<file path="config.mk">
export PLATFORM = sky130hd
export DESIGN_NAME = c_like_source_tokenizer
export DESIGN_NICKNAME = d
export VERILOG_FILES = /design/src/hdl/clst_pkg.sv /design/src/hdl/c_like_source_tokenizer.sv /design/src/hdl/clst_kw_match.sv /design/src/hdl/clst_scan.sv /design/src/hdl/clst_tok_fifo.sv
export SDC_FILE = /design/constraint.sdc
export NUM_CORES = 1
export LEC_CHECK = 0
export BUFFER_PORTS_ARGS = -buffer_cell sky130_fd_sc_hd__clkbuf_2
export CAP_MARGIN = 5
export CORE_MARGIN = 3
export CORE_UTILIZATION = 50
export CTS_CLUSTER_SIZE = 20
export DETAILED_ROUTE_END_ITERATION = 12
export PLACE_DENSITY = 0.66
export SETUP_SLACK_MARGIN = 0.4
export SYNTH_ARGS = -nofsm -noshare
export SYNTH_HDL_FRONTEND = slang
export SYNTH_SLANG_ARGS = --single-unit
</file>
<file path="constraint.sdc">
create_clock -name clk -period 5.3 [get_ports clk]
set_input_delay 0.53 -clock clk [delete_from_list [all_inputs] [get_ports clk]]
set_output_delay 0.53 -clock clk [all_outputs]
set_load 0.005 [all_outputs]
</file>
<file path="src/hdl/clst_pkg.sv">
`timescale 1ns / 1ps
// ----------------------------------------------------------------------------
// clst_pkg - shared types and tables for the C-like source tokenizer
// Token record, scanner modes, character codes, keyword table and the small
// character classifiers used by the scanner.
// ----------------------------------------------------------------------------
package clst_pkg;

  localparam int POSITION_BITS_DEF = 16;
  localparam int KEYWORD_COUNT     = 26;
  localparam int WORD_DEPTH        = 9;
  localparam int KW_IDX_W          = 5;
  localparam int WORD_LEN_W        = 4;

  typedef enum logic [2:0] {
    MODE_IDLE      = 3'd0,
    MODE_IDENT     = 3'd1,
    MODE_INT       = 3'd2,
    MODE_SLASH     = 3'd3,
    MODE_COMMENT   = 3'd4,
    MODE_DIRECTIVE = 3'd5,
    MODE_REL       = 3'd6,
    MODE_STRING    = 3'd7
  } scan_mode_t;

  typedef enum logic [3:0] {
    CLS_KEYWORD  = 4'd0,
    CLS_IDENT    = 4'd1,
    CLS_INTEGER  = 4'd2,
    CLS_OPERATOR = 4'd3,
    CLS_SYMBOL   = 4'd4,
    CLS_DIRECT   = 4'd5,
    CLS_REL      = 4'd6,
    CLS_STRING   = 4'd7,
    CLS_UNKNOWN  = 4'd8,
    CLS_END      = 4'd9
  } tok_class_t;

  typedef struct packed {
    tok_class_t          cls;
    logic [KW_IDX_W-1:0] kw;
    logic [15:0]         start;
    logic [15:0]         len;
    logic [7:0]          c1;
    logic [7:0]          c2;
    logic                last;
  } tok_t;

  localparam logic [7:0] CH_TAB    = 8'h09;
  localparam logic [7:0] CH_NL     = 8'h0A;
  localparam logic [7:0] CH_SPACE  = 8'h20;
  localparam logic [7:0] CH_BANG   = 8'h21;
  localparam logic [7:0] CH_QUOTE  = 8'h22;
  localparam logic [7:0] CH_HASH   = 8'h23;
  localparam logic [7:0] CH_PCT    = 8'h25;
  localparam logic [7:0] CH_LPAR   = 8'h28;
  localparam logic [7:0] CH_RPAR   = 8'h29;
  localparam logic [7:0] CH_STAR   = 8'h2A;
  localparam logic [7:0] CH_PLUS   = 8'h2B;
  localparam logic [7:0] CH_MINUS  = 8'h2D;
  localparam logic [7:0] CH_SLASH  = 8'h2F;
  localparam logic [7:0] CH_SEMI   = 8'h3B;
  localparam logic [7:0] CH_LT     = 8'h3C;
  localparam logic [7:0] CH_EQ     = 8'h3D;
  localparam logic [7:0] CH_GT     = 8'h3E;
  localparam logic [7:0] CH_LBRK   = 8'h5B;
  localparam logic [7:0] CH_RBRK   = 8'h5D;
  localparam logic [7:0] CH_UNDER  = 8'h5F;
  localparam logic [7:0] CH_LBRACE = 8'h7B;
  localparam logic [7:0] CH_BAR    = 8'h7C;
  localparam logic [7:0] CH_RBRACE = 8'h7D;

  // Keyword text, right-justified: the last character sits in the low byte.
  localparam logic [8*WORD_DEPTH-1:0] KW_TEXT [KEYWORD_COUNT] = '{
    "int", "double", "float", "for", "while", "if", "else", "char", "bool",
    "break", "return", "private", "public", "protected", "new", "class",
    "struct", "true", "false", "switch", "case", "continue", "default",
    "virtual", "void", "enum"
  };

  localparam logic [WORD_LEN_W-1:0] KW_LEN [KEYWORD_COUNT] = '{
    4'd3, 4'd6, 4'd5, 4'd3, 4'd5, 4'd2, 4'd4, 4'd4, 4'd4,
    4'd5, 4'd6, 4'd7, 4'd6, 4'd9, 4'd3, 4'd5,
    4'd6, 4'd4, 4'd5, 4'd6, 4'd4, 4'd8, 4'd7,
    4'd7, 4'd4, 4'd4
  };

  function automatic logic is_letter(input logic [7:0] c);
    return (c >= "a" && c <= "z") || (c >= "A" && c <= "Z") || c == CH_UNDER;
  endfunction

  function automatic logic is_digit(input logic [7:0] c);
    return c >= "0" && c <= "9";
  endfunction

  function automatic logic rel_pair(input logic [7:0] a, input logic [7:0] b);
    logic ok;
    ok = 1'b0;
    case (a)
      CH_EQ, CH_BANG: ok = (b == CH_EQ);
      CH_LT:          ok = (b == CH_LT) || (b == CH_EQ);
      CH_GT:          ok = (b == CH_GT) || (b == CH_EQ);
      CH_BAR:         ok = (b == CH_BAR);
      default:        ok = 1'b0;
    endcase
    return ok;
  endfunction

  function automatic tok_t make_tok(input tok_class_t cls,
                                    input logic [KW_IDX_W-1:0] kw,
                                    input logic [15:0] start,
                                    input logic [15:0] len,
                                    input logic [7:0] c1,
                                    input logic [7:0] c2);
    tok_t t;
    t.cls   = cls;
    t.kw    = kw;
    t.start = start;
    t.len   = len;
    t.c1    = c1;
    t.c2    = c2;
    t.last  = 1'b0;
    return t;
  endfunction

endpackage

</file>
<file path="src/hdl/c_like_source_tokenizer.sv">
`timescale 1ns / 1ps
// ----------------------------------------------------------------------------
// c_like_source_tokenizer - streaming lexer for C-like source text
// Takes source text one byte per beat and emits a token beat whenever a
// token completes: keywords, identifiers, integers, operators, symbols,
// directives, relationals, strings, unidentified bytes and an end token.
// ----------------------------------------------------------------------------
//
//  Channel  | Dir | Data                                   | Side bands
//  ---------+-----+----------------------------------------+--------------------
//  s_axis   | in  | s_tdata: text_byte                     | s_tlast: end_of_input
//  m_axis   | out | m_tdata: keyword_index, start_position,| m_tuser: token_class
//           |     |   token_length, lead_char, second_char | m_tlast: last_of_run
//
//  One input beat per cycle; each beat yields zero, one or two tokens.
//  Tokens are registered in a four-entry token queue and leave it one per
//  cycle while m_tready is high; s_tready drops while the queue has fewer
//  than two free slots, so a byte run that makes two tokens per beat runs at
//  the output rate of one token per cycle.
//  Synchronous active-high reset clears the scanner and empties the queue;
//  no clearing pass is needed. An end-of-input beat returns the scanner to
//  offset 0 by itself.
// ----------------------------------------------------------------------------
module c_like_source_tokenizer #(
  parameter int POSITION_BITS = clst_pkg::POSITION_BITS_DEF
) (
  input  logic        clk,
  input  logic        rst,
  // input stream
  input  logic        s_tvalid,
  output logic        s_tready,
  input  logic [7:0]  s_tdata,   // [7:0] text_byte
  input  logic        s_tlast,   // end_of_input
  // token stream
  output logic        m_tvalid,
  input  logic        m_tready,
  output logic [55:0] m_tdata,   // [4:0] keyword_index, [20:5] start_position,
                                 // [36:21] token_length, [44:37] lead_char,
                                 // [52:45] second_char, [55:53] zero
  output logic [3:0]  m_tuser,   // [3:0] token_class
  output logic        m_tlast    // last_of_run
);
  import clst_pkg::*;

  logic       step;
  logic       room2;
  logic [1:0] wr_n;
  tok_t       tok0, tok1, out_tok;

  // A beat is taken only when the queue can absorb two tokens.
  assign s_tready = room2;
  assign step     = s_tvalid && s_tready;

  clst_scan #(
    .POSITION_BITS (POSITION_BITS)
  ) u_scan (
    .clk          (clk),
    .rst          (rst),
    .step         (step),
    .text_byte    (s_tdata),
    .end_of_input (s_tlast),
    .wr_n         (wr_n),
    .tok0         (tok0),
    .tok1         (tok1)
  );

  clst_tok_fifo u_fifo (
    .clk      (clk),
    .rst      (rst),
    .wr_n     (wr_n),
    .wr_tok0  (tok0),
    .wr_tok1  (tok1),
    .room2    (room2),
    .rd_valid (m_tvalid),
    .rd_ready (m_tready),
    .rd_tok   (out_tok)
  );

  // Pack the token fields lowest first; pad the top to a whole byte.
  assign m_tdata = {3'b000, out_tok.c2, out_tok.c1, out_tok.len, out_tok.start, out_tok.kw};
  assign m_tuser = out_tok.cls;
  assign m_tlast = out_tok.last;

endmodule

</file>
<file path="src/hdl/clst_kw_match.sv">
`timescale 1ns / 1ps
// ----------------------------------------------------------------------------
// clst_kw_match - keyword lookup
// Compares the held identifier against every keyword in parallel and returns
// the index of the one that matches.
// ----------------------------------------------------------------------------
module clst_kw_match (
  input  logic [clst_pkg::WORD_DEPTH-1:0][7:0] word,
  input  logic [clst_pkg::WORD_LEN_W-1:0]      word_len,
  input  logic                                 enable,
  output logic                                 hit,
  output logic [clst_pkg::KW_IDX_W-1:0]        index
);
  import clst_pkg::*;

  logic [8*WORD_DEPTH-1:0] packed_word;
  logic [8*WORD_DEPTH-1:0] justified;
  logic [6:0]              shamt;

  // First character in the top byte, then shift down so the word is
  // right-justified like the table; unwritten bytes fall off the bottom.
  always_comb begin
    for (int n = 0; n < WORD_DEPTH; n++) begin
      packed_word[8*(WORD_DEPTH-1-n) +: 8] = word[n];
    end
    shamt     = 7'((WORD_DEPTH - int'(word_len)) * 8);
    justified = packed_word >> shamt;
  end

  always_comb begin
    hit   = 1'b0;
    index = '0;
    for (int k = 0; k < KEYWORD_COUNT; k++) begin
      if (!hit && enable && KW_LEN[k] == word_len && KW_TEXT[k] == justified) begin
        hit   = 1'b1;
        index = KW_IDX_W'(k);
      end
    end
  end

endmodule

</file>
<file path="src/hdl/clst_scan.sv">
`timescale 1ns / 1ps
// ----------------------------------------------------------------------------
// clst_scan - byte scanner
// Holds the open token and turns one accepted byte into up to two tokens:
// one closed by the byte and one that the byte forms on its own.
// ----------------------------------------------------------------------------
module clst_scan #(
  parameter int POSITION_BITS = clst_pkg::POSITION_BITS_DEF
) (
  input  logic           clk,
  input  logic           rst,
  input  logic           step,
  input  logic [7:0]     text_byte,
  input  logic           end_of_input,
  output logic [1:0]     wr_n,
  output clst_pkg::tok_t tok0,
  output clst_pkg::tok_t tok1
);
  import clst_pkg::*;

  localparam int PB = POSITION_BITS;

  scan_mode_t                    mode, mode_next;
  logic [7:0]                    held_char, held_next;
  logic [PB-1:0]                 token_start, start_next;
  logic [PB-1:0]                 byte_count, count_next;
  logic [PB-1:0]                 run_length, run_next;
  logic                          word_overlong, overlong_next;
  logic [WORD_DEPTH-1:0][7:0]    word_store;
  logic                          we;
  logic [WORD_LEN_W-1:0]         wr_idx;
  logic                          kw_en, kw_hit;
  logic [KW_IDX_W-1:0]           kw_idx;
  logic                          a_v, b_v, restart;
  tok_t                          a_tok, b_tok, word_tok;
  logic [PB-1:0]                 run_inc;

  function automatic logic [15:0] lim16(input logic [PB-1:0] v);
    if (|(v >> 16)) return 16'hFFFF;
    return 16'(v);
  endfunction

  function automatic logic [PB-1:0] sat_inc(input logic [PB-1:0] v);
    return (v == '1) ? v : v + 1'b1;
  endfunction

  assign kw_en = !word_overlong && (run_length <= PB'(WORD_DEPTH));

  clst_kw_match u_kw (
    .word     (word_store),
    .word_len (run_length[WORD_LEN_W-1:0]),
    .enable   (kw_en),
    .hit      (kw_hit),
    .index    (kw_idx)
  );

  assign run_inc  = sat_inc(run_length);
  assign word_tok = make_tok(kw_hit ? CLS_KEYWORD : CLS_IDENT, kw_hit ? kw_idx : '0,
                             lim16(token_start), lim16(run_length), held_char, 8'h00);

  always_ff @(posedge clk) begin
    if (rst) begin
      mode          <= MODE_IDLE;
      held_char     <= '0;
      token_start   <= '0;
      byte_count    <= '0;
      run_length    <= '0;
      word_overlong <= 1'b0;
    end else if (step) begin
      mode          <= mode_next;
      held_char     <= held_next;
      token_start   <= start_next;
      byte_count    <= count_next;
      run_length    <= run_next;
      word_overlong <= overlong_next;
    end
  end

  always_ff @(posedge clk) begin
    if (step && we) begin
      word_store[wr_idx] <= text_byte;
    end
  end

  always_comb begin
    mode_next     = mode;
    held_next     = held_char;
    start_next    = token_start;
    count_next    = sat_inc(byte_count);
    run_next      = run_length;
    overlong_next = word_overlong;
    we            = 1'b0;
    wr_idx        = run_length[WORD_LEN_W-1:0];
    a_v           = 1'b0;
    a_tok         = word_tok;
    b_v           = 1'b0;
    b_tok         = make_tok(CLS_UNKNOWN, '0, lim16(byte_count), 16'd1, text_byte, 8'h00);
    restart       = 1'b0;

    if (end_of_input) begin
      // Flush the open token, report end, return to the reset state.
      unique case (mode)
        MODE_IDENT: begin
          a_v = 1'b1;
        end
        MODE_INT: begin
          a_v   = 1'b1;
          a_tok = make_tok(CLS_INTEGER, '0, lim16(token_start), lim16(run_length),
                           held_char, 8'h00);
        end
        MODE_SLASH: begin
          a_v   = 1'b1;
          a_tok = make_tok(CLS_OPERATOR, '0, lim16(token_start), 16'd1, held_char, 8'h00);
        end
        MODE_DIRECTIVE: begin
          a_v   = 1'b1;
          a_tok = make_tok(CLS_DIRECT, '0, lim16(token_start), lim16(run_length),
                           held_char, 8'h00);
        end
        MODE_REL: begin
          a_v   = 1'b1;
          a_tok = make_tok(CLS_REL, '0, lim16(token_start), 16'd1, held_char, 8'h00);
        end
        MODE_STRING: begin
          a_v   = 1'b1;
          a_tok = make_tok(CLS_STRING, '0, lim16(token_start), lim16(run_length),
                           held_char, 8'h00);
        end
        default: a_v = 1'b0;
      endcase
      b_v           = 1'b1;
      b_tok         = make_tok(CLS_END, '0, lim16(byte_count), 16'd0, 8'h00, 8'h00);
      mode_next     = MODE_IDLE;
      held_next     = '0;
      start_next    = '0;
      count_next    = '0;
      run_next      = '0;
      overlong_next = 1'b0;
    end else begin
      unique case (mode)
        MODE_IDENT: begin
          if (is_letter(text_byte)) begin
            if (run_length < PB'(WORD_DEPTH)) we = 1'b1;
            else overlong_next = 1'b1;
            run_next = run_inc;
          end else begin
            a_v     = 1'b1;
            restart = 1'b1;
          end
        end
        MODE_INT: begin
          if (is_digit(text_byte)) begin
            run_next = run_inc;
          end else begin
            a_v     = 1'b1;
            a_tok   = make_tok(CLS_INTEGER, '0, lim16(token_start), lim16(run_length),
                               held_char, 8'h00);
            restart = 1'b1;
          end
        end
        MODE_SLASH: begin
          if (text_byte == CH_SLASH) begin
            mode_next = MODE_COMMENT;
          end else begin
            a_v     = 1'b1;
            a_tok   = make_tok(CLS_OPERATOR, '0, lim16(token_start), 16'd1, held_char, 8'h00);
            restart = 1'b1;
          end
        end
        MODE_COMMENT: begin
          if (text_byte == CH_NL) mode_next = MODE_IDLE;
        end
        MODE_DIRECTIVE: begin
          if (text_byte == CH_NL) begin
            a_v       = 1'b1;
            a_tok     = make_tok(CLS_DIRECT, '0, lim16(token_start), lim16(run_length),
                                 held_char, 8'h00);
            mode_next = MODE_IDLE;
          end else begin
            run_next = run_inc;
          end
        end
        MODE_REL: begin
          a_v = 1'b1;
          if (rel_pair(held_char, text_byte)) begin
            a_tok     = make_tok(CLS_REL, '0, lim16(token_start), 16'd2, held_char, text_byte);
            mode_next = MODE_IDLE;
          end else begin
            a_tok   = make_tok(CLS_REL, '0, lim16(token_start), 16'd1, held_char, 8'h00);
            restart = 1'b1;
          end
        end
        MODE_STRING: begin
          run_next = run_inc;
          if (text_byte == CH_QUOTE) begin
            a_v       = 1'b1;
            a_tok     = make_tok(CLS_STRING, '0, lim16(token_start), lim16(run_inc),
                                 held_char, 8'h00);
            mode_next = MODE_IDLE;
          end
        end
        default: restart = 1'b1;
      endcase

      // Handle the byte on its own, as the first byte of a new token.
      if (restart) begin
        mode_next = MODE_IDLE;
        case (text_byte) inside
          CH_PLUS, CH_MINUS, CH_STAR, CH_PCT: begin
            b_v       = 1'b1;
            b_tok.cls = CLS_OPERATOR;
          end
          CH_LPAR, CH_RPAR, CH_LBRK, CH_RBRK, CH_SEMI, CH_LBRACE, CH_RBRACE: begin
            b_v       = 1'b1;
            b_tok.cls = CLS_SYMBOL;
          end
          CH_SLASH:                          mode_next = MODE_SLASH;
          CH_HASH:                           mode_next = MODE_DIRECTIVE;
          CH_LT, CH_GT, CH_EQ, CH_BANG, CH_BAR: mode_next = MODE_REL;
          CH_QUOTE:                          mode_next = MODE_STRING;
          CH_SPACE, CH_TAB, CH_NL:           mode_next = MODE_IDLE;
          default: begin
            if (is_letter(text_byte)) begin
              mode_next     = MODE_IDENT;
              we            = 1'b1;
              wr_idx        = '0;
              overlong_next = 1'b0;
            end else if (is_digit(text_byte)) begin
              mode_next = MODE_INT;
            end else begin
              b_v = 1'b1;
            end
          end
        endcase
        if (mode_next != MODE_IDLE) begin
          held_next  = text_byte;
          start_next = byte_count;
          run_next   = PB'(1);
        end
      end
    end
  end

  // Pack the tokens so the first one written is always in tok0; flag the last.
  always_comb begin
    tok0 = a_v ? a_tok : b_tok;
    tok1 = b_tok;
    tok0.last = !(a_v && b_v);
    tok1.last = 1'b1;
    wr_n = step ? ({1'b0, a_v} + {1'b0, b_v}) : 2'd0;
  end

endmodule

</file>
<file path="src/hdl/clst_tok_fifo.sv">
`timescale 1ns / 1ps
// ----------------------------------------------------------------------------
// clst_tok_fifo - token queue
// Four-entry register queue taking up to two tokens per cycle and giving one.
// ----------------------------------------------------------------------------
module clst_tok_fifo (
  input  logic           clk,
  input  logic           rst,
  input  logic [1:0]     wr_n,
  input  clst_pkg::tok_t wr_tok0,
  input  clst_pkg::tok_t wr_tok1,
  output logic           room2,
  output logic           rd_valid,
  input  logic           rd_ready,
  output clst_pkg::tok_t rd_tok
);
  import clst_pkg::*;

  tok_t       entry [4];
  logic [1:0] head, tail;
  logic [2:0] count, count_next;
  logic       pop;

  assign room2    = (count <= 3'd2);
  assign rd_valid = (count != 3'd0);
  assign rd_tok   = entry[head];
  assign pop      = rd_valid && rd_ready;
  assign count_next = count + {1'b0, wr_n} - {2'b00, pop};

  always_ff @(posedge clk) begin
    if (rst) begin
      head  <= '0;
      tail  <= '0;
      count <= '0;
    end else begin
      head  <= head + {1'b0, pop};
      tail  <= tail + wr_n;
      count <= count_next;
    end
  end

  always_ff @(posedge clk) begin
    if (wr_n != 2'd0) entry[tail] <= wr_tok0;
    if (wr_n == 2'd2) entry[tail + 2'd1] <= wr_tok1;
  end

endmodule

</file>
==> flow_metrics.tcl <==
set metrics [dict create \
    status "completed" \
    synth_area_leaders "edfxtp_1 (25%), dfxtp_1 (16%), mux4_2 (8.9%)" \
    drv_cap 0 \
    htree_levels 2 \
    p_seq_share_pct 44.3 \
    synth_enable_flop_cells 188 \
    synth_cells 2250 \
    place_congestion 1.03 \
    wl_per_cell_um 28.4 \
    dieArea_um2 47100 \
    cts_hold_buf 0 \
    antenna_found_initial 0 \
    yosysTopAreaCellShare_pct 25.3 \
    numCtsBuffers 40 \
    r2r-start "u_scan.run_length[1]" \
    hold_depth 1 \
    ys_types 99 \
    clockRootBuffer "clkbuf_16" \
    grt_overflow 0 \
    placed_cells 2881 \
    rr_endpoint "u_fifo.entry[3][54]" \
    cts.sinks 371 \
    wl_um 83900 \
    crit_type "reg2reg" \
    hp-class "in2reg" \
    die_h_um 217 \
    synth_area_per_cell_um2 9.90 \
    ys.flop_type "edfxtp_1" \
    worstRegToRegCells 12 \
    cts_tree "built" \
    holdPathEnd "u_scan.word_store[68]" \
    cp_max_fo 14 \
    hp-start "s_tdata[4]" \
    cpLargestDelayFamily "simple AND/OR/NAND/NOR gates" \
    grt.total_usage_pct 35.2 \
    grt_pass1_vias 19500 \
    setup_viol 0 \
    max_slew_margin_pct 12.5 \
    maxSlewViolCount 0 \
    fin_nets 2365 \
    crit_buf_inv 2 \
    reg2reg_slack_ns 0.59 \
    worst_slack_ns 0.586 \
    vias 20600 \
    setup.worst_path.end_class "flop" \
    critical_path.slowest_cell "a2bb2oi_1" \
    cts_setup_buffers 0 \
    worstMarginPinSlew_ns 1.31 \
    crit_path_start_kind "flop" \
    clockPowerShare_pct 38.1 \
    area_growth_pct 13.2 \
    skew_ns 0.0337 \
    cp.arrival_ns 5.03 \
    drt_iter0_markers 2834 \
    switching_share_pct 28.2 \
    p_int_uw 5400 \
    finalCritPeriodShare_pct 88.9 \
    drive_gt1_share_pct 19.0 \
    synth-seq-area-share_pct 41.8 \
    clk_pin_slew_worst_paths_ns 0.07 \
    synth_most_common_cell "nand2_1" \
    synth_area_um2 22300 \
    place_ws_ns 0.351 \
    power.switching_uw 2130 \
    io_buffers 72 \
    total_power_uw 7530 \
    rsz0062_at_grt "no" \
    routed_via_density 6.96 \
    drc_errors 0 \
    ys_warn_count 0 \
    antenna_left 0 \
    power_density_nw_per_um2 298 \
    clock_path_buffers 3 \
    boundaryPins 76 \
    instances_no_fill 2954 \
    ys_ff_latch 371 \
    hold_viol_final 0 \
    insertion_delay_ns 0.58 \
    grt_first_pass_wirelength_um 127000 \
    start_util_pct 51.2 \
    setup_tns_ns 0 \
    leakage_uw 0.00851 \
    core_region_area_um2 43600 \
    ir_worst_vdd_uv 315 \
    die_w_um 217 \
    required_ns 5.62 \
    synth_area_leader_cell "edfxtp_1" \
    drt_first_pass_iters 6 \
    rows 76 \
    max_freq_mhz 212 \
    hpwl_um 60600 \
    critPathMaxStageDelay_ns 0.68 \
    period_needed_ns 4.71 \
    place_area_um2 23800 \
    diodes 0 \
    final_area_um2 25200 \
    crit_path_cell_trace "clkinv_1 > ha_1 > clkinv_1 > nand2_1 > a2bb2oi_1 > nand3_1 > nor2_1 > nand2_1 > nor4_1 > nor4_1 > nand4_1 > o221ai_1" \
    combPwrFrac_pct 17.6 \
    synth_common_cells "nand2_1 (195), edfxtp_1 (188), dfxtp_1 (183), nor2_1 (178), a22o_1 (151)" \
    grt_start_max_net_pins 104 \
    ys_async_sr_fraction_pct 0 \
]
[layout make-up]
class | count | area, µm²
fillers | 3813 | 18300
multi-input cells | 1662 | 12100
flip-flops and latches | 371 | 9320
repair buffers | 219 | 1530
clock buffers | 64 | 1300
well taps | 585 | 732
inverters | 44 | 165
clock inverters | 9 | 72.6
[power groups by stage]
stage | combinational (µW) | clock, µW | sequential [µW]
final | 1320 | 2870 | 3340
after global routing | 1420 | 3010 | 3360
after CTS | 1320 | 2890 | 3340
after detailed placement | 1310 | 0 | 3400
after global placement | 1290 | 0 | 3380
after floorplan | 920 | 0 | 3260
[logic make-up after synthesis]
logic type               count (synthesis)  synth area share (%)
adder cells (fa/ha/maj)                 15                 0.865
other                                    1                0.0168
AO/OA/AOI/OAI                          581                  18.9
buffers and inverters                  219                  4.33
multiplexers                           141                  11.9
AND/OR/NAND/NOR                        903                  21.4
XOR/XNOR                                19                 0.747
flip-flops                             371                  41.8
[worst max path at each step]
stage	to	cells after the start	startpoint	slack [ns]
floorplan	u_fifo.entry[0][10]	16	s_tdata[4]	0.47
global placement	u_fifo.entry[2][53]	13	u_scan.run_length[1]	0.43
detailed placement	u_fifo.entry[3][53]	13	u_scan.run_length[1]	0.35
CTS	u_fifo.entry[3][53]	13	u_scan.run_length[1]	0.58
global route	u_fifo.entry[3][54]	13	u_scan.run_length[0]	0.50
finish	u_fifo.entry[3][54]	12	u_scan.run_length[1]	0.59
[cells in the final DEF (no fill, tap or decap), drive strengths merged, types with 63 or more instances in the layout]
cell type	instances
a21oi	65
a22o	151
buf	147
clkbuf	136
dfxtp	183
edfxtp	188
mux4	95
nand2	195
nand3	72
nand4	71
nor2	180
nor3	74
nor4	63
o21ai	134
[sequential cells by signal (all words and copies together), names as in the netlist, 2 cells and up]
register / count
u_fifo.entry: 232
u_scan.word_store: 72
u_scan.byte_count: 16
u_scan.run_length: 16
u_scan.token_start: 16
u_scan.held_char: 8
u_fifo.count: 3
u_scan.mode: 3
u_fifo.head: 2
u_fifo.tail: 2
[metal layers]
metal / part of all wire (%) / global-route usage, % / wire length, µm
met3: 10 / 7.43 / 8670
met2: 44 / 52.0 / 36600
met5: 0 / 0 / 0
met1: 43 / 52.4 / 36100
met4: 3.0 / 10.4 / 2550
[what timing repair did]
| item | 4_1_cts | 5_1_grt |
|---|---|---|
| setup endpoints to repair | 4 | 12 |
| pin swaps | 0 | 0 |
| gates resized for setup | 1 | 2 |
[stage by stage]
step	utilization [%]	hold WS [ns]
finish	57.9	0.358
floorplan	-	0.420
global route	57.9	0.367
CTS	57.9	0.331
global placement	54.7	0.429
detailed placement	54.7	0.438
(Power assumes the default switching activity.)
